--- config.mk ---
export PLATFORM = sky130hd
export DESIGN_NAME = image_psnr_meter
export DESIGN_NICKNAME = d
export VERILOG_FILES = /design/src/rtl/ipm_pkg.sv /design/src/rtl/ipm_mul.sv /design/src/rtl/ipm_div.sv /design/src/rtl/ipm_cfg.sv /design/src/rtl/image_psnr_meter.sv
export SDC_FILE = /design/constraint.sdc
export NUM_CORES = 2
export LEC_CHECK = 0
export BUFFER_PORTS_ARGS = -buffer_cell sky130_fd_sc_hd__buf_4
export CAP_MARGIN = 20
export CORE_AREA = 8 8 431 433
export DETAILED_ROUTE_END_ITERATION = 7
export DIE_AREA = 0 0 439 441
export SLEW_MARGIN = 5
export SYNTH_ARGS = -nofsm -noshare
export SYNTH_HDL_FRONTEND = slang
export SYNTH_HIERARCHICAL = 1
export SYNTH_SLANG_ARGS = --single-unit
--- constraint.sdc ---
create_clock -name clk_i -period 20.4 [get_ports clk_i]
set_input_delay 4.08 -clock clk_i [delete_from_list [all_inputs] [get_ports clk_i]]
set_output_delay 4.08 -clock clk_i [all_outputs]
set_load 0.01 [all_outputs]
--- src/rtl/ipm_pkg.sv ---
// Shared constants for the image PSNR meter.
package ipm_pkg;

  localparam int CfgW      = 11;
  localparam int SideRst   = 512;
  localparam int PixW      = 8;
  localparam int SumW      = 36;
  localparam int MseW      = 24;
  localparam int PsnrW     = 15;
  localparam int PeakSq    = 65025;
  localparam int LogFrac   = 24;
  localparam int MantBits  = 30;
  localparam int LogW      = 40;
  localparam int ExpW      = 6;
  localparam int MulW      = 32;
  localparam int PaddrW    = 3;
  localparam int PdataW    = 32;
  localparam int RegIdxW   = PaddrW - 2;

  localparam logic [MulW-1:0]    TenLog2Q28 = 32'd808071242;
  localparam logic [PsnrW-1:0]   PsnrMax    = '1;
  localparam logic [RegIdxW-1:0] RegSide    = '0;

  localparam int MaxSideDef  = 1024;
  localparam int FracBitsDef = 8;

endpackage

--- src/rtl/ipm_mul.sv ---
// Shared multiplier with registered product.
module ipm_mul
  import ipm_pkg::*;
(
  input  logic                clk_i,
  input  logic [MulW-1:0]     a_i,
  input  logic [MulW-1:0]     b_i,
  output logic [2*MulW-1:0]   p_o
);

  logic [2*MulW-1:0] prod;
  logic [2*MulW-1:0] p_q;

  assign prod = a_i * b_i;

  always_ff @(posedge clk_i) begin
    p_q <= prod;
  end

  assign p_o = p_q;

endmodule

--- src/rtl/ipm_div.sv ---
// Restoring divider, one quotient bit per cycle.
module ipm_div #(
  parameter int DVD_W = 44,
  parameter int DSR_W = 22
) (
  input  logic             clk_i,
  input  logic             rst_ni,
  input  logic             start_i,
  input  logic [DVD_W-1:0] dividend_i,
  input  logic [DSR_W-1:0] divisor_i,
  output logic             busy_o,
  output logic [DVD_W-1:0] quotient_o
);

  localparam int CntW = $clog2(DVD_W + 1);

  logic [DVD_W-1:0] quo_q;
  logic [DSR_W-1:0] rem_q;
  logic [DSR_W-1:0] dsr_q;
  logic [CntW-1:0]  cnt_q;
  logic             busy_q;

  logic [DSR_W:0]   rem_sh;
  logic [DSR_W:0]   rem_sub;
  logic             qbit;
  logic [DSR_W-1:0] rem_n;

  always_comb begin
    rem_sh  = {rem_q, quo_q[DVD_W-1]};
    rem_sub = rem_sh - {1'b0, dsr_q};
    qbit    = (rem_sh >= {1'b0, dsr_q});
    rem_n   = qbit ? rem_sub[DSR_W-1:0] : rem_sh[DSR_W-1:0];
  end

  always_ff @(posedge clk_i or negedge rst_ni) begin
    if (!rst_ni) begin
      quo_q  <= '0;
      rem_q  <= '0;
      dsr_q  <= '0;
      cnt_q  <= '0;
      busy_q <= 1'b0;
    end else if (start_i) begin
      quo_q  <= dividend_i;
      rem_q  <= '0;
      dsr_q  <= divisor_i;
      cnt_q  <= CntW'(DVD_W);
      busy_q <= 1'b1;
    end else if (busy_q) begin
      quo_q <= {quo_q[DVD_W-2:0], qbit};
      rem_q <= rem_n;
      cnt_q <= cnt_q - CntW'(1);
      if (cnt_q == CntW'(1)) begin
        busy_q <= 1'b0;
      end
    end
  end

  assign busy_o     = busy_q;
  assign quotient_o = quo_q;

endmodule

--- src/rtl/ipm_cfg.sv ---
// APB register file holding the image side.
module ipm_cfg
  import ipm_pkg::*;
(
  input  logic              clk_i,
  input  logic              rst_ni,
  input  logic              psel,
  input  logic              penable,
  input  logic              pwrite,
  input  logic [PaddrW-1:0] paddr,
  input  logic [PdataW-1:0] pwdata,
  output logic [PdataW-1:0] prdata,
  output logic              pready,
  output logic [CfgW-1:0]   side_o
);

  logic [CfgW-1:0]    side_q;
  logic [RegIdxW-1:0] reg_idx;
  logic               wr_en;

  assign reg_idx = paddr[PaddrW-1:2];
  assign wr_en   = psel & penable & pwrite;

  always_ff @(posedge clk_i or negedge rst_ni) begin
    if (!rst_ni) begin
      side_q <= CfgW'(SideRst);
    end else if (wr_en && reg_idx == RegSide) begin
      side_q <= pwdata[CfgW-1:0];
    end
  end

  assign prdata = (reg_idx == RegSide) ? PdataW'(side_q) : '0;
  assign pready = 1'b1;
  assign side_o = side_q;

endmodule

--- src/rtl/image_psnr_meter.sv ---
// Top level of the image PSNR meter: pixel accumulator and result sequencer.
//
// Usage: pixel pairs enter on the input channel (in_valid_i / in_stall_o),
// one beat per cycle, in raster order. Each beat adds (ref - test)^2 to a
// saturating 36-bit accumulator. The beat with last_pixel_i set closes the
// image: the block stalls its input and runs the result sequence, then puts
// one result beat (error sum, MSE, PSNR, infinite flag) on the output channel
// (out_valid_o / out_stall_i) and takes pixels again.
// Throughput: one pixel per cycle inside an image. After the last beat the
// sequence length depends on the top set bit positions of 65025*side^2 and
// of the sum (shorter for identical images, where the second log2 is
// skipped); it is set by the shared 32x32 multiplier doing 24 squarings per
// log2, each through S_SQ and S_SQF, plus a one-bit-per-cycle normalizing
// shift. The MSE divider runs alongside.
// A result waiting under out_stall_i does not block the next image's pixels;
// only a second finished result waits until the first is taken.
// Reset clears the accumulator and any pending result and sets image_side to
// 512. The user writes image_side through the APB port only while idle; the block does not enforce it.
module image_psnr_meter
  import ipm_pkg::*;
#(
  parameter int MAX_SIDE  = MaxSideDef,
  parameter int FRAC_BITS = FracBitsDef
) (
  input  logic              clk_i,
  input  logic              rst_ni,
  input  logic              in_valid_i,
  output logic              in_stall_o,
  input  logic [PixW-1:0]   pixel_ref_i,
  input  logic [PixW-1:0]   pixel_test_i,
  input  logic              last_pixel_i,
  output logic              out_valid_o,
  input  logic              out_stall_i,
  output logic [SumW-1:0]   squared_error_sum_o,
  output logic [MseW-1:0]   mse_value_o,
  output logic [PsnrW-1:0]  psnr_db_o,
  output logic              psnr_infinite_o,
  input  logic              psel,
  input  logic              penable,
  input  logic              pwrite,
  input  logic [PaddrW-1:0] paddr,
  input  logic [PdataW-1:0] pwdata,
  output logic [PdataW-1:0] prdata,
  output logic              pready
);

  localparam int SideClog = $clog2(MAX_SIDE + 1);
  localparam int SideW    = (SideClog < CfgW) ? SideClog : CfgW;
  localparam int NpixW    = 2 * SideW;
  localparam int DvdW     = SumW + FRAC_BITS;
  localparam int PsnrSh   = LogFrac + 28 - FRAC_BITS;
  localparam int LqW      = ExpW + LogFrac;
  localparam int RndW     = $clog2(LogFrac);
  localparam int MantW    = MantBits + 1;
  localparam logic [DvdW-1:0] MseCap = DvdW'(PeakSq) << FRAC_BITS;

  typedef enum logic [3:0] {
    S_IDLE, S_NPIX, S_NPK, S_NPK2, S_LOADN, S_NORM, S_SQ, S_SQF,
    S_DIFF, S_PSN, S_WAIT
  } state_e;

  // configuration
  logic [CfgW-1:0] side_cfg;
  logic [SideW-1:0] side_eff;

  ipm_cfg u_cfg (
    .clk_i   (clk_i),
    .rst_ni  (rst_ni),
    .psel    (psel),
    .penable (penable),
    .pwrite  (pwrite),
    .paddr   (paddr),
    .pwdata  (pwdata),
    .prdata  (prdata),
    .pready  (pready),
    .side_o  (side_cfg)
  );

  always_comb begin
    if (side_cfg == '0) begin
      side_eff = SideW'(1);
    end else if (32'(side_cfg) > MAX_SIDE) begin
      side_eff = SideW'(MAX_SIDE);
    end else begin
      side_eff = side_cfg[SideW-1:0];
    end
  end

  // registers
  state_e              state_q, state_d;
  logic [SumW-1:0]     acc_q, acc_d;
  logic [SumW-1:0]     sum_q, sum_d;
  logic [NpixW-1:0]    npix_q, npix_d;
  logic [LogW-1:0]     lx_q, lx_d;
  logic [ExpW-1:0]     cnt_q, cnt_d;
  logic [ExpW-1:0]     exp_q, exp_d;
  logic [MantW-1:0]    mant_q, mant_d;
  logic [LogFrac-1:0]  frac_q, frac_d;
  logic [RndW-1:0]     rnd_q, rnd_d;
  logic                lsel_q, lsel_d;
  logic [LqW-1:0]      ln_q, ln_d;
  logic [LqW-1:0]      ld_q, ld_d;
  logic [PsnrW-1:0]    psnr_q, psnr_d;
  logic                ovld_q, ovld_d;
  logic [SumW-1:0]     osum_q, osum_d;
  logic [MseW-1:0]     omse_q, omse_d;
  logic [PsnrW-1:0]    opsnr_q, opsnr_d;
  logic                oinf_q, oinf_d;

  // accumulate path
  logic                  in_acc;
  logic [PixW-1:0]       diff;
  logic [2*PixW-1:0]     sq;
  logic [SumW:0]         acc_sum;
  logic [SumW-1:0]       acc_sat;

  assign in_acc = in_valid_i && (state_q == S_IDLE);

  always_comb begin
    diff    = (pixel_ref_i >= pixel_test_i) ? (pixel_ref_i - pixel_test_i)
                                            : (pixel_test_i - pixel_ref_i);
    sq      = diff * diff;
    acc_sum = {1'b0, acc_q} + (SumW + 1)'(sq);
    acc_sat = acc_sum[SumW] ? '1 : acc_sum[SumW-1:0];
  end

  // shared multiplier
  logic [MulW-1:0]   mul_a, mul_b;
  logic [2*MulW-1:0] mul_p;
  logic [LqW-1:0]    ldiff;

  assign ldiff = (ln_q > ld_q) ? (ln_q - ld_q) : '0;

  always_comb begin
    case (state_q)
      S_NPIX: begin
        mul_a = MulW'(side_eff);
        mul_b = MulW'(side_eff);
      end
      S_NPK2: begin
        mul_a = MulW'(PeakSq);
        mul_b = MulW'(npix_q);
      end
      S_SQ: begin
        mul_a = MulW'(mant_q);
        mul_b = MulW'(mant_q);
      end
      S_DIFF: begin
        mul_a = MulW'(ldiff);
        mul_b = TenLog2Q28;
      end
      default: begin
        mul_a = '0;
        mul_b = '0;
      end
    endcase
  end

  ipm_mul u_mul (
    .clk_i (clk_i),
    .a_i   (mul_a),
    .b_i   (mul_b),
    .p_o   (mul_p)
  );

  // MSE divider
  logic            div_start;
  logic            div_busy;
  logic [DvdW-1:0] div_quo;
  logic [DvdW-1:0] mse_full;

  assign div_start = (state_q == S_NPK2);
  assign mse_full  = (div_quo > MseCap) ? MseCap : div_quo;

  ipm_div #(
    .DVD_W (DvdW),
    .DSR_W (NpixW)
  ) u_div (
    .clk_i      (clk_i),
    .rst_ni     (rst_ni),
    .start_i    (div_start),
    .dividend_i ({sum_q, FRAC_BITS'(0)}),
    .divisor_i  (npix_q),
    .busy_o     (div_busy),
    .quotient_o (div_quo)
  );

  // squaring step of the log2
  logic [MantBits+1:0] m2;
  logic                fbit;
  logic [LogFrac-1:0]  frac_n;
  logic [2*MulW-1:0]   psnr_sh;

  always_comb begin
    m2      = mul_p[2*MantBits+1:MantBits];
    fbit    = m2[MantBits+1];
    frac_n  = {frac_q[LogFrac-2:0], fbit};
    psnr_sh = mul_p >> PsnrSh;
  end

  logic out_free;
  assign out_free = !ovld_q || !out_stall_i;

  always_comb begin
    state_d = state_q;
    acc_d   = acc_q;
    sum_d   = sum_q;
    npix_d  = npix_q;
    lx_d    = lx_q;
    cnt_d   = cnt_q;
    exp_d   = exp_q;
    mant_d  = mant_q;
    frac_d  = frac_q;
    rnd_d   = rnd_q;
    lsel_d  = lsel_q;
    ln_d    = ln_q;
    ld_d    = ld_q;
    psnr_d  = psnr_q;
    ovld_d  = ovld_q && out_stall_i;
    osum_d  = osum_q;
    omse_d  = omse_q;
    opsnr_d = opsnr_q;
    oinf_d  = oinf_q;

    case (state_q)
      S_IDLE: begin
        if (in_acc) begin
          if (last_pixel_i) begin
            sum_d   = acc_sat;
            acc_d   = '0;
            psnr_d  = '0;
            state_d = S_NPIX;
          end else begin
            acc_d = acc_sat;
          end
        end
      end
      S_NPIX: begin
        state_d = S_NPK;
      end
      S_NPK: begin
        npix_d  = mul_p[NpixW-1:0];
        state_d = S_NPK2;
      end
      S_NPK2: begin
        state_d = S_LOADN;
      end
      S_LOADN: begin
        lx_d    = mul_p[LogW-1:0];
        cnt_d   = '0;
        lsel_d  = 1'b0;
        state_d = S_NORM;
      end
      S_NORM: begin
        if (lx_q[LogW-1]) begin
          mant_d  = lx_q[LogW-1 -: MantW];
          exp_d   = ExpW'(LogW - 1) - cnt_q;
          frac_d  = '0;
          rnd_d   = '0;
          state_d = S_SQ;
        end else begin
          lx_d  = {lx_q[LogW-2:0], 1'b0};
          cnt_d = cnt_q + ExpW'(1);
        end
      end
      S_SQ: begin
        state_d = S_SQF;
      end
      S_SQF: begin
        frac_d = frac_n;
        mant_d = fbit ? m2[MantBits+1:1] : m2[MantBits:0];
        rnd_d  = rnd_q + RndW'(1);
        if (rnd_q == RndW'(LogFrac - 1)) begin
          if (!lsel_q) begin
            ln_d = {exp_q, frac_n};
            if (sum_q == '0) begin
              state_d = S_WAIT;
            end else begin
              lx_d    = LogW'(sum_q);
              cnt_d   = '0;
              lsel_d  = 1'b1;
              state_d = S_NORM;
            end
          end else begin
            ld_d    = {exp_q, frac_n};
            state_d = S_DIFF;
          end
        end else begin
          state_d = S_SQ;
        end
      end
      S_DIFF: begin
        state_d = S_PSN;
      end
      S_PSN: begin
        psnr_d  = (psnr_sh > (2*MulW)'(PsnrMax)) ? PsnrMax : psnr_sh[PsnrW-1:0];
        state_d = S_WAIT;
      end
      S_WAIT: begin
        if (!div_busy && out_free) begin
          ovld_d  = 1'b1;
          osum_d  = sum_q;
          omse_d  = mse_full[MseW-1:0];
          opsnr_d = psnr_q;
          oinf_d  = (sum_q == '0);
          state_d = S_IDLE;
        end
      end
      default: begin
        state_d = S_IDLE;
      end
    endcase
  end

  always_ff @(posedge clk_i or negedge rst_ni) begin
    if (!rst_ni) begin
      state_q <= S_IDLE;
      acc_q   <= '0;
      sum_q   <= '0;
      npix_q  <= '0;
      lx_q    <= '0;
      cnt_q   <= '0;
      exp_q   <= '0;
      mant_q  <= '0;
      frac_q  <= '0;
      rnd_q   <= '0;
      lsel_q  <= 1'b0;
      ln_q    <= '0;
      ld_q    <= '0;
      psnr_q  <= '0;
      ovld_q  <= 1'b0;
      osum_q  <= '0;
      omse_q  <= '0;
      opsnr_q <= '0;
      oinf_q  <= 1'b0;
    end else begin
      state_q <= state_d;
      acc_q   <= acc_d;
      sum_q   <= sum_d;
      npix_q  <= npix_d;
      lx_q    <= lx_d;
      cnt_q   <= cnt_d;
      exp_q   <= exp_d;
      mant_q  <= mant_d;
      frac_q  <= frac_d;
      rnd_q   <= rnd_d;
      lsel_q  <= lsel_d;
      ln_q    <= ln_d;
      ld_q    <= ld_d;
      psnr_q  <= psnr_d;
      ovld_q  <= ovld_d;
      osum_q  <= osum_d;
      omse_q  <= omse_d;
      opsnr_q <= opsnr_d;
      oinf_q  <= oinf_d;
    end
  end

  assign in_stall_o          = (state_q != S_IDLE);
  assign out_valid_o         = ovld_q;
  assign squared_error_sum_o = osum_q;
  assign mse_value_o         = omse_q;
  assign psnr_db_o           = opsnr_q;
  assign psnr_infinite_o     = oinf_q;

endmodule

==> reports/qor.txt <==
largest net degree at the start of global routing: 159
CP bufs+invs: 8
min Tclk post-route: 11.21 ns
signal arrival time at the worst endpoint: 11.72 ns
post-place instance area: 0.0653 mm2
total negative slack: 0 ns
max incr delay on CP: 0.57 ns
share of cells above drive strength 1: 7.76%
most frequent cell on the critical path: fa_1
max frequency: 89.2 MHz
Die W: 439 um
drt drc: 0
CP Launch Type: flop
run status: finished clean
Antenna Nets Post-Route: 0
Routed WL per cell: 19.2 um
P_leak: 33.0 nW
nets: 8055
PortBufs: 124
Layout Utilization: 37.6%
Detailed Routing Iterations Pass 1: 7
hold crit path type: flop to flop
worst ir drop on vdd: 235 uV
Final Cell Area: 0.0674 mm2
vias in the first global route: 48700
Post-Syn Area: 0.0621 mm2
worst-margin pin slew: 1.13 ns
Avg Inst Size Synth: 9.15 um2
FFs w/ async S/R, synth: 88.0%
CTS root buffer: clkbuf_16
Core ar.: 0.179 mm2
Worst Skew: 0.0377 ns
post-synthesis sequential area ratio: 20.9%
# IOs: 170
Cell variety after synth: 111
clock-pin slew on the worst setup and hold paths: 0.06 ns
Final GP Congestion: 0.913
CP Capture Type: flop
commonest non-fill, non-tap cell in the layout: inv_1
Crit Path Category: flop to flop
later-pin clock latency in the skew report: 0.65 ns
post-placement cell count: 8987
yosys warns: 6
total of max-cap violations: 0
routed wire length: 175000 um
Critical Path Fanout Max: 21
Req. time, crit path: 20.91 ns
Post-CTS Hold Buffers: 0
TritonCTS Sinks: 532
Slew Limit Fails: 0
critical path's top delay family: adder cells
# Post-CTS Setup Buffers: 0
initial core utilization: 34.6%
fin crit share: 55.0%
main flop type after synthesis: dfrtp_1
Rows: 156
Overall Global Routing Usage: 18.0%
number of H-tree levels: 2
Setup Viol. Count Final: 0
top cell type's share of synthesized area: 30.2%
Max-slew headroom: 24.5%
global route total overflow: 0
antenna violations before repair: 5
Layout fillers: 18000
Hold Violations, Final: 0
die area: 0.194 mm2
post-synthesis sequential element count: 532
routed vias/inst: 5.10
most frequent cells in the layout: inv_1 (1030), nand2_1 (995), fa_1 (937)
top post-synthesis cells by area: fa_1 (30%), dfrtp_1 (19%), ha_1 (7.7%)
RSZ-0062 raised after global routing: false
vias after detailed routing: 46400
Post-synth EDFFs: 0
post-cts resize count: 0
Die Span Y: 441 um
CTS buffer count: 57
CTS tree: done
hpwl dp: 132000 um
Area Overhead vs Synth: 8.65%
total power: 9.27 mW
post-synthesis cell count: 6785
Yosys top cell by area: fa_1
first-pass GRT wire length: 279000 um
initial drt markers: 3103
number of cells in the finished layout apart from fillers: 9101
CTS Buffer Depth: 3
Slowest cell on crit path: fa_1
Power Density: 137 mW/mm2
routing by layer:
layer,vias to the layer above,share of wire [%],track usage (%)
li1,21100,-,-
met1,23700,44,24.3
met2,1234,48,30.2
met3,298,5.2,2.20
met4,0,3.7,5.87
met5,-,0,0
registers in the layout (all words and copies together), names as in the netlist, 23 cells and up:
signal / cells
u_div/quotient_o: 44
frac_q: 23
lx_q: 40
u_mul/p_o: 64
squared_error_sum_o: 36
mse_value_o: 24
acc_q: 36
sum_q: 36
mant_q: 31
ld_q: 30
ln_q: 30
where the power goes:
| part | internal [mW] | switching (mW) | leakage (nW) |
|---|---|---|---|
| registers | 1.38 | 0.350 | 6.66 |
| clock network | 0.643 | 0.459 | 0.986 |
| logic | 2.37 | 4.07 | 25.4 |
worst min-delay path: stages (launching register included):
cell,delay [ns]
dfrtp_1,0.34
nand2_1,0.05
nand2_1,0.06
stage by stage:
step	hold WS (ns)	setup slack, ns
6_report	0.479	9.19
5_1_grt	0.497	8.64
4_1_cts	0.482	9.06
3_5_place_dp	0.467	8.66
3_3_place_gp	0.465	8.79
2_1_floorplan	0.434	10.36
kinds of logic after synthesis:
group / Yosys count / share of synthesized area [%]
compound gates: 981 / 10.1
xor+xnor: 144 / 2.03
fa+ha+maj: 1317 / 37.9
buf+inv: 1441 / 8.95
flops: 532 / 20.9
mux: 159 / 2.81
other cells: 3 / 0.0181
simple gates: 2208 / 17.3
final timing paths:
check	start	endpoint	slack, ns	cells after the start
worst max-delay path	ln_q[0]	u_mul/p_o[51]	9.19	36
worst min-delay path	squared_error_sum_o[23]	squared_error_sum_o[23]	0.48	2
worst max register to register	ln_q[0]	u_mul/p_o[51]	9.19	36
worst min register to register	squared_error_sum_o[23]	squared_error_sum_o[23]	0.48	2
max in group asynchronous	rst_ni	u_div/quotient_o[14]	14.27	4
min in group asynchronous	rst_ni	squared_error_sum_o[3]	3.48	1
Yosys cell counts (all sizes together) (5+ instances only):
cell     instances
nand3           71
nand4           43
a21boi          11
mux2            93
a21oi          278
a2111oi          6
a31oi           50
nor2b           56
inv           1032
o21a            22
o21bai          32
a31o            16
nand2          997
and3            34
fa             937
o21ai          263
dfrtp          467
o2111ai          6
o211ai          15
buf             53
dfxtp           64
a21o            61
o22ai            5
clkbuf         356
o22a             9
and4             7
xor2            51
a22oi           51
and2           607
o31ai           15
a211oi          72
mux2i           66
o41ai            6
nand2b          26
or2              8
a22o            22
ha             380
nor3            47
or3             12
xnor2           93
nor2           248
nor4            29
area by class of cell:
class	count	area (um2)	area share, %
Clock inverter	29	375	0.557
Multi-Input combinational cell	4849	43900	65.2
Sequential cell	532	13000	19.3
Antenna cell	4	10.0	0.0148
Tap cell	2370	2970	4.40
Clock buffer	78	1640	2.43
Timing Repair Buffer	207	1630	2.42
Inverter	1032	3880	5.75
No activity file was read; power rests on OpenSTA's default activity.
